[config.mk]
export PLATFORM = sky130hd
export DESIGN_NAME = pipeline_hazard_nop_inserter
export DESIGN_NICKNAME = d
export VERILOG_FILES = /design/src/hdl/phni_pkg.sv /design/src/hdl/phni_hazard.sv /design/src/hdl/phni_emitter.sv /design/src/hdl/pipeline_hazard_nop_inserter.sv
export SDC_FILE = /design/constraint.sdc
export NUM_CORES = 1
export LEC_CHECK = 0
export ABC_AREA = 1
export CORE_MARGIN = 2
export CORE_UTILIZATION = 60
export DETAILED_ROUTE_END_ITERATION = 10
export DONT_BUFFER_PORTS = 1
export PLACE_DENSITY = 0.76
export SLEW_MARGIN = 20
export SYNTH_ARGS = -nofsm -noshare
export SYNTH_HDL_FRONTEND = slang
export SYNTH_SLANG_ARGS = --single-unit
[constraint.sdc]
create_clock -name clock -period 3.8 [get_ports clock]
set_input_delay 0.57 -clock clock [delete_from_list [all_inputs] [get_ports clock]]
set_output_delay 0.57 -clock clock [all_outputs]
set_load 0.02 [all_outputs]
[src/hdl/phni_pkg.sv]
package phni_pkg;

   localparam logic [6:0] OP_LUI    = 7'b0110111;
   localparam logic [6:0] OP_AUIPC  = 7'b0010111;
   localparam logic [6:0] OP_JAL    = 7'b1101111;
   localparam logic [6:0] OP_BRANCH = 7'b1100011;
   localparam logic [6:0] OP_JALR   = 7'b1100111;
   localparam logic [6:0] OP_OPIMM  = 7'b0010011;
   localparam logic [6:0] OP_FENCE  = 7'b0001111;
   localparam logic [6:0] OP_SYSTEM = 7'b1110011;
   localparam logic [6:0] OP_LOAD   = 7'b0000011;
   localparam logic [6:0] OP_OP     = 7'b0110011;
   localparam logic [6:0] OP_STORE  = 7'b0100011;

   localparam logic [31:0] BUBBLE_WORD = 32'h0000_0033;
   localparam logic [31:0] ECALL_WORD  = 32'h0000_0073;
   localparam logic [4:0]  REG_X0      = 5'b00000;

   typedef enum logic [2:0] {
      CL_UNKNOWN,
      CL_U,
      CL_J,
      CL_B,
      CL_IAR,
      CL_LOAD,
      CL_R,
      CL_S
   } instr_class_type;

   typedef struct packed {
      logic [31:0] newest_word;
      logic        newest_bubble;
      logic [31:0] older_word;
      logic        older_bubble;
   } history_type;

   typedef struct packed {
      logic [31:0] word;
      logic [1:0]  bubbles;
   } item_type;

   function automatic instr_class_type classify(input logic [31:0] w);
      instr_class_type c;
      unique case (w[6:0])
         OP_LUI, OP_AUIPC:                     c = CL_U;
         OP_JAL:                               c = CL_J;
         OP_BRANCH:                            c = CL_B;
         OP_JALR, OP_OPIMM, OP_FENCE, OP_SYSTEM: c = CL_IAR;
         OP_LOAD:                              c = CL_LOAD;
         OP_OP:                                c = CL_R;
         OP_STORE:                             c = CL_S;
         default:                              c = CL_UNKNOWN;
      endcase
      return c;
   endfunction

   // RAW check of a dependent word against one earlier emitted word
   function automatic logic conflicts(input logic [31:0] src, input logic src_bub,
                                      input logic [31:0] dep);
      instr_class_type sc;
      instr_class_type dc;
      logic [4:0]      rd;
      logic            reads1;
      logic            reads2;
      sc     = classify(src);
      dc     = classify(dep);
      rd     = src[11:7];
      reads1 = (dc == CL_R) || (dc == CL_IAR) || (dc == CL_LOAD) ||
               (dc == CL_S) || (dc == CL_B);
      reads2 = (dc == CL_R) || (dc == CL_S) || (dc == CL_B);
      return !src_bub && (sc != CL_S) && (rd != REG_X0) && (dep != ECALL_WORD) &&
             ((reads1 && (rd == dep[19:15])) || (reads2 && (rd == dep[24:20])));
   endfunction

endpackage

[src/hdl/phni_hazard.sv]
module phni_hazard
   import phni_pkg::*;
(
   input  logic [31:0] instr_word,
   input  history_type hist,
   input  logic        forwarding_on,
   output logic [1:0]  bubbles
);

   always_comb begin
      bubbles = 2'd0;
      priority if (classify(instr_word) == CL_J) begin
         bubbles = 2'd1;
      end else if (forwarding_on) begin
         // load-use is the only case forwarding cannot cover
         if (classify(hist.newest_word) == CL_LOAD &&
             conflicts(hist.newest_word, hist.newest_bubble, instr_word)) begin
            bubbles = 2'd1;
         end
      end else if (conflicts(hist.newest_word, hist.newest_bubble, instr_word)) begin
         bubbles = 2'd2;
      end else if (conflicts(hist.older_word, hist.older_bubble, instr_word)) begin
         bubbles = 2'd1;
      end else begin
         bubbles = 2'd0;
      end
   end

endmodule

[src/hdl/phni_emitter.sv]
module phni_emitter
   import phni_pkg::*;
(
   input  logic        clock,
   input  logic        reset,
   input  logic        load,
   input  item_type    item,
   output logic        ready,
   output logic        rsp_tvalid,
   input  logic        rsp_tready,
   output logic [31:0] rsp_tdata,
   output logic        rsp_tuser,
   output logic        rsp_tlast
);

   item_type    pend_ff, pend_in;
   logic        pend_valid_ff, pend_valid_in;
   logic        rsp_valid_ff, rsp_valid_in;
   logic [31:0] rsp_word_ff, rsp_word_in;
   logic        rsp_bub_ff, rsp_bub_in;
   logic        rsp_last_ff, rsp_last_in;
   logic        out_free;
   logic        take;
   logic        pend_done;

   assign out_free  = !rsp_valid_ff || rsp_tready;
   assign take      = pend_valid_ff && out_free;
   assign pend_done = take && (pend_ff.bubbles == 2'd0);
   assign ready     = !pend_valid_ff || pend_done;

   always_comb begin
      pend_in       = pend_ff;
      pend_valid_in = pend_valid_ff;
      rsp_valid_in  = rsp_valid_ff;
      rsp_word_in   = rsp_word_ff;
      rsp_bub_in    = rsp_bub_ff;
      rsp_last_in   = rsp_last_ff;
      if (out_free) begin
         rsp_valid_in = pend_valid_ff;
      end
      if (take) begin
         rsp_bub_in  = (pend_ff.bubbles != 2'd0);
         rsp_last_in = (pend_ff.bubbles == 2'd0);
         rsp_word_in = (pend_ff.bubbles != 2'd0) ? BUBBLE_WORD : pend_ff.word;
      end
      if (load) begin
         pend_in       = item;
         pend_valid_in = 1'b1;
      end else if (pend_done) begin
         pend_valid_in = 1'b0;
      end else if (take) begin
         pend_in.bubbles = pend_ff.bubbles - 2'd1;
      end
   end

   always_ff @(posedge clock) begin
      if (reset) begin
         pend_valid_ff <= 1'b0;
         rsp_valid_ff  <= 1'b0;
      end else begin
         pend_valid_ff <= pend_valid_in;
         rsp_valid_ff  <= rsp_valid_in;
      end
   end

   always_ff @(posedge clock) begin
      pend_ff     <= pend_in;
      rsp_word_ff <= rsp_word_in;
      rsp_bub_ff  <= rsp_bub_in;
      rsp_last_ff <= rsp_last_in;
   end

   assign rsp_tvalid = rsp_valid_ff;
   assign rsp_tdata  = rsp_word_ff;
   assign rsp_tuser  = rsp_bub_ff;
   assign rsp_tlast  = rsp_last_ff;

endmodule

[src/hdl/pipeline_hazard_nop_inserter.sv]
// RV32 hazard interlock: inserts bubble NOPs (add x0,x0,x0) ahead of instructions.
// req_* : one instruction word per request (tdata = instr_word).
// rsp_* : emitted words; tuser = is_bubble, tlast = marks the instruction itself.
// csr_* : forwarding_on bit, written whenever csr_wr_en is high.
// The bubble count (0, 1 or 2; always 1 for JAL) is decided when a request is
// taken, from the word and the two-entry emit history, which is updated at once.
// Each request then occupies the holding register while the output register shifts
// out its bubbles and then the word. A request reaches the output through the
// holding register, then the output register. A new request is taken in the cycle
// the holding register hands over its word, so hazard-free streams run at one word
// per cycle while rsp_tready stays high.
// When rsp_tready is low the output register and the holding register hold and
// req_tready drops once the holding register is occupied.
// Reset empties both registers, clears forwarding_on and fills the history with
// bubbles.
module pipeline_hazard_nop_inserter
   import phni_pkg::*;
(
   input  logic        clock,
   input  logic        reset,
   input  logic        csr_wr_en,
   input  logic        csr_wr_data,   // forwarding_on
   input  logic        req_tvalid,
   output logic        req_tready,
   input  logic [31:0] req_tdata,     // [31:0] instr_word
   output logic        rsp_tvalid,
   input  logic        rsp_tready,
   output logic [31:0] rsp_tdata,     // [31:0] out_word
   output logic        rsp_tuser,     // [0] is_bubble
   output logic        rsp_tlast      // last_of_run
);

   history_type hist_ff, hist_in;
   logic        fwd_ff, fwd_in;
   logic [1:0]  bubbles;
   logic        accept;
   item_type    item;

   assign accept = req_tvalid && req_tready;

   phni_hazard u_hazard (
      .instr_word    (req_tdata),
      .hist          (hist_ff),
      .forwarding_on (fwd_ff),
      .bubbles       (bubbles)
   );

   always_comb begin
      fwd_in  = csr_wr_en ? csr_wr_data : fwd_ff;
      hist_in = hist_ff;
      if (accept) begin
         // bubbles ahead of the word become the older entry
         hist_in.newest_word   = req_tdata;
         hist_in.newest_bubble = 1'b0;
         hist_in.older_word    = (bubbles == 2'd0) ? hist_ff.newest_word : BUBBLE_WORD;
         hist_in.older_bubble  = (bubbles == 2'd0) ? hist_ff.newest_bubble : 1'b1;
      end
   end

   always_ff @(posedge clock) begin
      if (reset) begin
         fwd_ff  <= 1'b0;
         hist_ff <= '{newest_word: BUBBLE_WORD, newest_bubble: 1'b1,
                      older_word: BUBBLE_WORD, older_bubble: 1'b1};
      end else begin
         fwd_ff  <= fwd_in;
         hist_ff <= hist_in;
      end
   end

   assign item.word    = req_tdata;
   assign item.bubbles = bubbles;

   phni_emitter u_emitter (
      .clock      (clock),
      .reset      (reset),
      .load       (accept),
      .item       (item),
      .ready      (req_tready),
      .rsp_tvalid (rsp_tvalid),
      .rsp_tready (rsp_tready),
      .rsp_tdata  (rsp_tdata),
      .rsp_tuser  (rsp_tuser),
      .rsp_tlast  (rsp_tlast)
   );

endmodule

# Yosys cells after proc, flatten, opt, wreduce, memory -nomap -nowiden
# Index checks and enable logic that the tools add are counted.
[word_totals]
in_bits = 38
register_bits = 97
elab_cells = 164
[op_classes]
eq_ne = 59
n_reduce_logical = 63
muxes = 29
n_addsub = 1
[ops]
columns = ["op", "n"]
rows = [
  ["7-bit equality test (second input constant)", 12],
  ["7-bit by 6-bit equality test with 1-bit output (second input constant)", 9],
  ["3-bit case mux with 7 select lines", 3],
  ["7-bit by 5-bit equality test with 1-bit output (second input constant)", 6],
  ["3-bit two-way mux", 14],
  ["3-bit equality test (second input constant)", 13],
  ["32-bit by 7-bit inequality test with 1-bit output (second input constant)", 1],
  ["1-bit logical OR", 23],
  ["1-bit logical AND", 22],
  ["7-bit by 2-bit equality test with 1-bit output (second input constant)", 3],
  ["7-bit by 4-bit equality test with 1-bit output (second input constant)", 3],
  ["5-bit equality test", 4],
  ["3-bit by 2-bit equality test with 1-bit output (second input constant)", 4],
  ["12-bit two-way mux", 1],
  ["2-bit two-way mux", 6],
  ["4-bit OR reduction", 3],
  ["5-bit nonzero test", 2],
  ["3-bit inequality test (second input constant)", 3],
  ["2-bit nonzero test", 3],
  ["2-bit OR reduction", 3],
  ["1-bit two-way mux", 5],
  ["1-bit logical NOT", 4],
  ["2-bit logical NOT", 2],
  ["2-bit inequality test (second input constant)", 1],
  ["2 further kinds", 2],
]

# Longest topological paths before layout
# Gate-level depths: netlist of run 1.
[logic_depth]
ltp_word = 30
depth_mapped = 15
mapped_depth_nobuf = 14

# By module
# A second synthesis of run 1 with hierarchy kept.
[hier_totals]
cells_unflattened = 575
area_unflattened_um2 = 5505.3
[by_module_without_submodules]
columns = ["module", "n_inst", "area_each_um2", "seq_area_each_um2", "cells_per_inst"]
rows = [
  ["pipeline_hazard_nop_inserter", 1, 2439.8, 1341.3, 297],
  ["phni_emitter", 1, 2434.8, 2082.0, 151],
  ["phni_hazard", 1, 630.6, 0.0, 127],
]

# Least setup slack after synthesis of run 1
# No wires, ideal clock.
[synth_path]
path_kind = "input-to-reg"
from = "in rsp_tready"
to = "reg u_emitter.pend_ff[0] in the netlist's numbering, enable pin"
t_arrival_ns = 2.577
stages = 4
n_path_buf = 0
setup_ns = 0.302
slack_ns = 0.920
cell_sequence = "inv_1 a21oi_1 nand2_1 nand2_1"
[synth_between]
elab_chain_len = 7
elab_cells_between_ends = 8
[synth_rtl]
columns = ["item", "line", "source"]
rows = [
  ["start: declaration", "pipeline_hazard_nop_inserter.sv:27", "input logic rsp_tready,"],
  ["1-bit logical OR (*)", "phni_emitter.sv:26", "assign out_free = !rsp_valid_ff || rsp_tready;"],
  ["1-bit logical AND (*)", "phni_emitter.sv:27", "assign take = pend_valid_ff && out_free;"],
  ["net u_emitter.take", "phni_emitter.sv:23", "logic take;"],
  ["1-bit logical AND", "phni_emitter.sv:28", "assign pend_done = take && (pend_ff.bubbles == 2'd0);"],
  ["1-bit logical OR", "phni_emitter.sv:29", "assign ready = !pend_valid_ff || pend_done;"],
  ["1-bit logical AND", "pipeline_hazard_nop_inserter.sv:39", "assign accept = req_tvalid && req_tready;"],
  ["2-bit inequality test (no line) or 2-bit nonzero test (tied branches)", "--", ""],
  ["2-bit AND reduction (no line) (*)", "--", ""],
  ["end signal: assignment", "phni_emitter.sv:67", "pend_ff <= pend_in;"],
  ["end: declaration", "phni_emitter.sv:16", "item_type pend_ff, pend_in;"],
]
# The timed path passes the listed nets; every way through them passes the cells marked *.
# A chain may end at the register's enable or synchronous reset.

# Final worst setup path of run 1
[layout_path]
from = "reg u_emitter.pend_ff[0] in the netlist's numbering"
to = "reg u_emitter.pend_ff[1] in the netlist's numbering, enable pin"
[layout_between]
elab_chain_len = 6
elab_cells_between_ends = 7
[layout_rtl]
columns = ["item", "line"]
rows = [
  ["2-bit logical NOT (*)", "phni_emitter.sv:28"],
  ["1-bit logical AND (*)", "phni_emitter.sv:28"],
  ["1-bit logical OR", "phni_emitter.sv:29"],
  ["1-bit logical AND", "pipeline_hazard_nop_inserter.sv:39"],
  ["2-bit inequality test (no line) or 2-bit nonzero test (tied branches)", "--"],
  ["2-bit AND reduction (no line) (*)", "--"],
]
# Mark *: on every way between the ends. The rest lies on a longest branch, timed or not.

==> results of run 1 <==
==> registers in the layout, summed over array words and instances, names as in the netlist <==
signal	cells
u_emitter.rsp_tlast	1
hist_ff	26
fwd_ff	1
u_emitter.rsp_tdata	32
u_emitter.rsp_tvalid	1
u_emitter.rsp_tuser	1
u_emitter.pend_valid_ff	1
u_emitter.pend_ff	34
==> layout make-up <==
cell class,instances,area [µm²]
multi-input cells,244,1280
flip-flops and latches,97,2620
inverters,62,235
clock buffers,9,124
clock inverters,7,55.1
repair buffers,3,42.5
fillers,530,2300
well taps,80,100
==> report_power, final <==
group	total (W)	switching, W	internal, W
clock	0.000603	0.000358	0.000244
combinational	0.000226	0.000146	0.0000797
sequential	0.00132	0.0000796	0.00124
total	0.00215	0.000584	0.00156
==> cell usage after synthesis, types with 2 or more instances <==
cell / n
nor2_4: 2
a21oi_1: 19
nand2_1: 99
xnor2_1: 9
inv_1: 54
a21oi_2: 8
nor2_1: 32
o21ai_0: 10
edfxtp_1: 68
xor2_1: 4
nor3_1: 4
nor2_2: 6
nand3_2: 11
clkbuf_1: 8
dfxtp_1: 29
or2_1: 3
inv_2: 6
nand3_1: 15
o211ai_1: 4
nand2_2: 6
or2_2: 4
==> stage by stage <==
stage | hold slack, ns | setup WS [ns] | util | total power [W]
after floorplan | 0.432 | 0.920 | - | 0.00152
after global placement | 0.438 | 1.52 | 0.629 | 0.00156
after detailed placement | 0.440 | 1.44 | 0.629 | 0.00157
after CTS | 0.254 | 1.50 | 0.656 | 0.00215
after global routing | 0.246 | 1.26 | 0.660 | 0.00224
final | 0.261 | 1.49 | 0.660 | 0.00215
==> metal layers <==
| metal | global-route usage | vias up | wire length [µm] | part of all wire |
|---|---|---|---|---|
| met5 | 0 | - | 0 | 0 |
| met4 | 0.0573 | 0 | 105 | 0.015 |
| met3 | 0.0483 | 8 | 322 | 0.046 |
| met2 | 0.320 | 56 | 3500 | 0.50 |
| met1 | 0.261 | 1180 | 3140 | 0.44 |
| li1 | - | 1338 | - | - |
==> cells by family after synthesis <==
logic type | count (synthesis)
buffers and inverters | 73
XOR/XNOR | 13
AO/OA/AOI/OAI | 43
AND/OR/NAND/NOR | 187
adder cells (fa/ha/maj) | 1
flip-flops | 97
==> path summary, 6_finish.rpt <==
check	end	cells after the start	from	slack, ns
max	u_emitter.pend_ff[1]	6	u_emitter.pend_ff[0]	1.49
min reg2reg	hist_ff[6]	2	hist_ff[6]	0.47
max reg2reg	u_emitter.pend_ff[1]	6	u_emitter.pend_ff[0]	1.49
min	hist_ff[7]	1	reset	0.26
==> results.txt, run 1 <==
Status = complete, no violations
Complex-gate fraction of the synthesized area = 0.0614
CP endpoint kind = flip-flop
Chip Width = 87.4 µm
Input/output buffers = 0
Share of cells above drive strength 1 = 0.156
Mapped Area = 0.00418 mm²
Buffer and inverter count on the worst path = 2
Maximum vdd drop = 303 µV
Iteration-0 DRC count of the detailed router = 101
CP cell instances = inv_1 > ha_1 > a21oi_1 > nor2_4 > inv_1 > nand2_1
Proportion of synthesized area in mux cells = 0
# setup viols final = 0
Yosys top cell area share = 0.489
First-pass GRT wire length = 11,400 µm
Syn Area/Cell = 10.1 µm²
Total Wirelength = 7060 µm
Largest family of logic cells by synthesized area = simple AND/OR/NAND/NOR gates
Antenna Cells = 0
Final Hold Vio Count = 0
Vias in the first global route = 2,278
Flop and latch count out of synthesis = 97
Area Overhead vs Synth = 6.80%
Commonest cells after routing, fill and taps aside = nand2_1, edfxtp_1, inv_1
CP required = 3.86 ns
Drt first pass iters = 4
Post-Syn Instances = 414
DRC = 0
Root Driver = clkbuf_8
Adder-Cell Fraction of Synth Area = 0.00300
Non-Filler Cell Area, Final = 0.00446 mm²
Most common cell after layout, fill and taps aside = nand2_1
Sink Count = 97
Post-synthesis net count = 453
Post-DR vias/cell = 5.14
Crit-path max FO = 31
Gr usage total = 0.196
Core area = 0.00676 mm²
H-Tree Level Count = 3
CP startpoint kind = flip-flop
Initial antenna violation count = 0
HPWL after detailed placement = 5140 µm
Crit path max-delay family = simple AND/OR/NAND/NOR gates
Largest net degree at the start of global routing = 36
Row count = 30
Worst-case clock buffer depth = 2
Die area = 0.00764 mm²
Wire per inst = 14.1 µm
Area after detailed placement = 0.00425 mm²
Area contributors post-synth = edfxtp_1, dfxtp_1, nand2_1
CTS tree = built
Prevailing post-synth register cell = edfxtp_1
Synth cell types = 34
Number of nets in the layout = 456
Total CTS buffers = 9
Post-CTS Setup Inserts = 0
Clk_skew = 0.00975 ns
Slew @ Worst Pin = 0.667 ns
Most used cell, CP = inv_1
Largest area contributor in the netlist = edfxtp_1
Sequential area share after synthesis = 0.628
Worst Path Class, Setup = reg2reg
Number of nets with antenna violations after routing = 0
Slowest cell delay on critical path = 0.52 ns
Fin. max-slew vios = 0
Die height = 87.4 µm
Simple-gate share of the synthesized area = 0.210
Final setup TNS = 0 ns
Worst rel slew slack = 0.555
Fin crit period = 2.31 ns
Finished Layout Cells = 502
# IOs = 74
Clk pin slew, worst setup/hold paths = 0.10 ns
Critical Path AT = 2.37 ns
Via count = 2,582
Worst skew pair latency = 0.35 ns
CTS resizes = 0
Placed insts = 485
Hold buffer count at CTS = 0
Total congestion overflow = 0
Achievable Freq = 0.433 GHz
P_leak = 1.88 nW
Xor-xnor portion of the synthesized cell area = 0.0273
Async set or reset register ratio after synthesis = 0
Initial Util = 0.618
CP max-delay cell = nor2_4
Number of synthesized flops with an enable pin = 68
Pwr dens = 482 mW/mm²
Ys Warns = 0
Max Cap Viol = 0
RSZ-0062 raised after global routing = false
RD Place Congestion = 0.809
Tcrit/Tclk final = 0.608
Hold/Removal Path Class = in2reg
Power figures use the tool's default switching activity.
==> run 2: changes to the inputs <==
==> constraint.sdc (replaced) <==
create_clock -name clock -period 2.3 [get_ports clock]
set_input_delay 0.345 -clock clock [delete_from_list [all_inputs] [get_ports clock]]
set_output_delay 0.345 -clock clock [all_outputs]
set_load 0.02 [all_outputs]
==> run 2 against run 1 <==
Via count increased by 2.4%. Clock-buffer cell count unchanged. Global-route usage increased by 0.65 points. Critical path depth unchanged. Final cell count increased by 0.40%. Clock skew decreased by 0.0014 ns. Largest cell class unchanged. Hold slack got worse by 0.23 ns. Sequential share of layout area about the same. Sequential cell count unchanged. Clock power increased by 69%.
==> results.txt, run 2 (synthesized netlist as in run 1, its figures left out) <==
Critical Path AT = 1.91 ns
H-Tree Level Count = 3
Final setup TNS = 0 ns
Hold buffer count at CTS = 0
Sink Count = 97
NetSw = 0.000983 W
Worst skew pair latency = 0.36 ns
Number of nets with antenna violations after routing = 0
R2R cell count = 6
Comb power frac = 0.104
Placed insts = 488
Die area = 0.00764 mm²
CTS tree = built
Final Hold Vio Count = 0
HPWL after detailed placement = 5180 µm
Core area = 0.00676 mm²
Status = complete, no violations
Clk pin slew, worst setup/hold paths = 0.10 ns
CP cell instances = inv_1 > ha_1 > a21oi_1 > nor2_4 > buf_4 > buf_4
Slew @ Worst Pin = 0.396 ns
CTS resizes = 0
CP max-delay cell = edfxtp_1
Vias in the first global route = 2,411
Max FFs per register = 34
Crit-path max FO = 34
CP startpoint kind = flip-flop
Top reg by flops = u_emitter.pend_ff
Buffer and inverter count on the worst path = 3
P_leak = 1.89 nW
Worst rel slew slack = 0.735
Worst Path Class, Setup = reg2reg
Maximum vdd drop = 411 µV
Largest net degree at the start of global routing = 35
Initial Util = 0.618
Number of nets in the layout = 458
Clock network fraction of total power = 0.286
Total congestion overflow = 0
Commonest cells after routing, fill and taps aside = nand2_1, edfxtp_1, inv_1
CP endpoint kind = flip-flop
Crit Reg-Reg Endpoint = u_emitter.pend_ff[14]
# IOs = 74
Wire per inst = 14.1 µm
RD Place Congestion = 0.903
Total CTS buffers = 9
Root Driver = clkbuf_8
Worst-case clock buffer depth = 2
DRC = 0
Pwr dens = 801 mW/mm²
Drt first pass iters = 5
Post-DR vias/cell = 5.25
Fin. max-slew vios = 0
Initial antenna violation count = 0
Flop2flop setup slack = 0.43 ns
End point of the critical path = u_emitter.pend_ff[14]
Area Overhead vs Synth = 6.86%
Chip Width = 87.4 µm
Slowest cell delay on critical path = 0.40 ns
CP required = 2.34 ns
Via count = 2,644
Achievable Freq = 0.536 GHz
Clk_skew = 0.00831 ns
Iteration-0 DRC count of the detailed router = 183
Worst r2r src = u_emitter.pend_ff[0]
First-pass GRT wire length = 11,800 µm
CP startpoint = u_emitter.pend_ff[0]
Most common cell after layout, fill and taps aside = nand2_1
Fin crit period = 1.87 ns
Total Wirelength = 7100 µm
Post-CTS Setup Inserts = 0
Share of cells above drive strength 1 = 0.160
Sequential share of power = 0.610
Finished Layout Cells = 504
Most used cell, CP = buf_4
Input/output buffers = 0
Max Cap Viol = 0
Die height = 87.4 µm
Internal power = 0.00259 W
Gr usage total = 0.203
Switching part of the total = 0.275
RSZ-0062 raised after global routing = false
Crit path max-delay family = buffers and inverters
Tcrit/Tclk final = 0.811
Antenna Cells = 0
Critical path depth in cells = 6
Fin util = 0.660
# setup viols final = 0
Row count = 30
Hold/Removal Path Class = in2reg
[run 2: changes by cell type in the layout (fill, tap and decap cells not counted)]
cell	delta
clkinv_4	+3
inv_6	+2
clkinvlp_4	-2
clkinv_2	-2
buf_4	+3
inv_8	-1
buf_16	-1
[run 2: worst min-delay path by stage]
stage	from	to	slack, ns	cells after the start
after global routing	reset	hist_ff[7]	0.01	1
after global placement	reset	hist_ff[12]	0.41	1
final	reset	hist_ff[10]	0.04	1
after CTS	reset	hist_ff[8]	0.02	1
after floorplan	hist_ff[6]	hist_ff[6]	0.43	2
after detailed placement	reset	hist_ff[10]	0.41	1
[run 2: stage by stage]
stage / setup WS (ns) / power, W / hold WS, ns / area [µm²]
finish: 0.434 / 0.00357 / 0.0361 / 4460
global route: 0.276 / 0.00374 / 0.0147 / 4460
CTS: 0.425 / 0.00361 / 0.0180 / 4460
detailed placement: 0.423 / 0.00259 / 0.412 / 4280
global placement: 0.460 / 0.00258 / 0.411 / 4280
floorplan: 0.335 / 0.00250 / 0.432 / 4180
[run 2: cell type report]
class | instances | area, µm²
Inverter | 62 | 235
Sequential cell | 97 | 2620
Clock inverter | 7 | 62.6
Tap cell | 80 | 100
Clock buffer | 9 | 124
Multi-Input combinational cell | 244 | 1280
Timing Repair Buffer | 5 | 37.5
Fill cell | 524 | 2290
[run 2: power groups by stage]
stage                     Combinational (W)  Clock, W  Sequential, W
after global placement             0.000361         0        0.00222
final                              0.000373   0.00102        0.00218
after CTS                          0.000376   0.00105        0.00218
after detailed placement           0.000372         0        0.00222
after floorplan                    0.000303         0        0.00220
after global routing               0.000435   0.00111        0.00220
[run 2: per-layer routing]
metal / up-vias / wire [µm] / GRT usage
met3: 13 / 376 / 0.0502
met1: 1211 / 3110 / 0.281
met4: 0 / 122 / 0.0769
met5: - / 0 / 0
li1: 1343 / - / -
met2: 77 / 3490 / 0.309
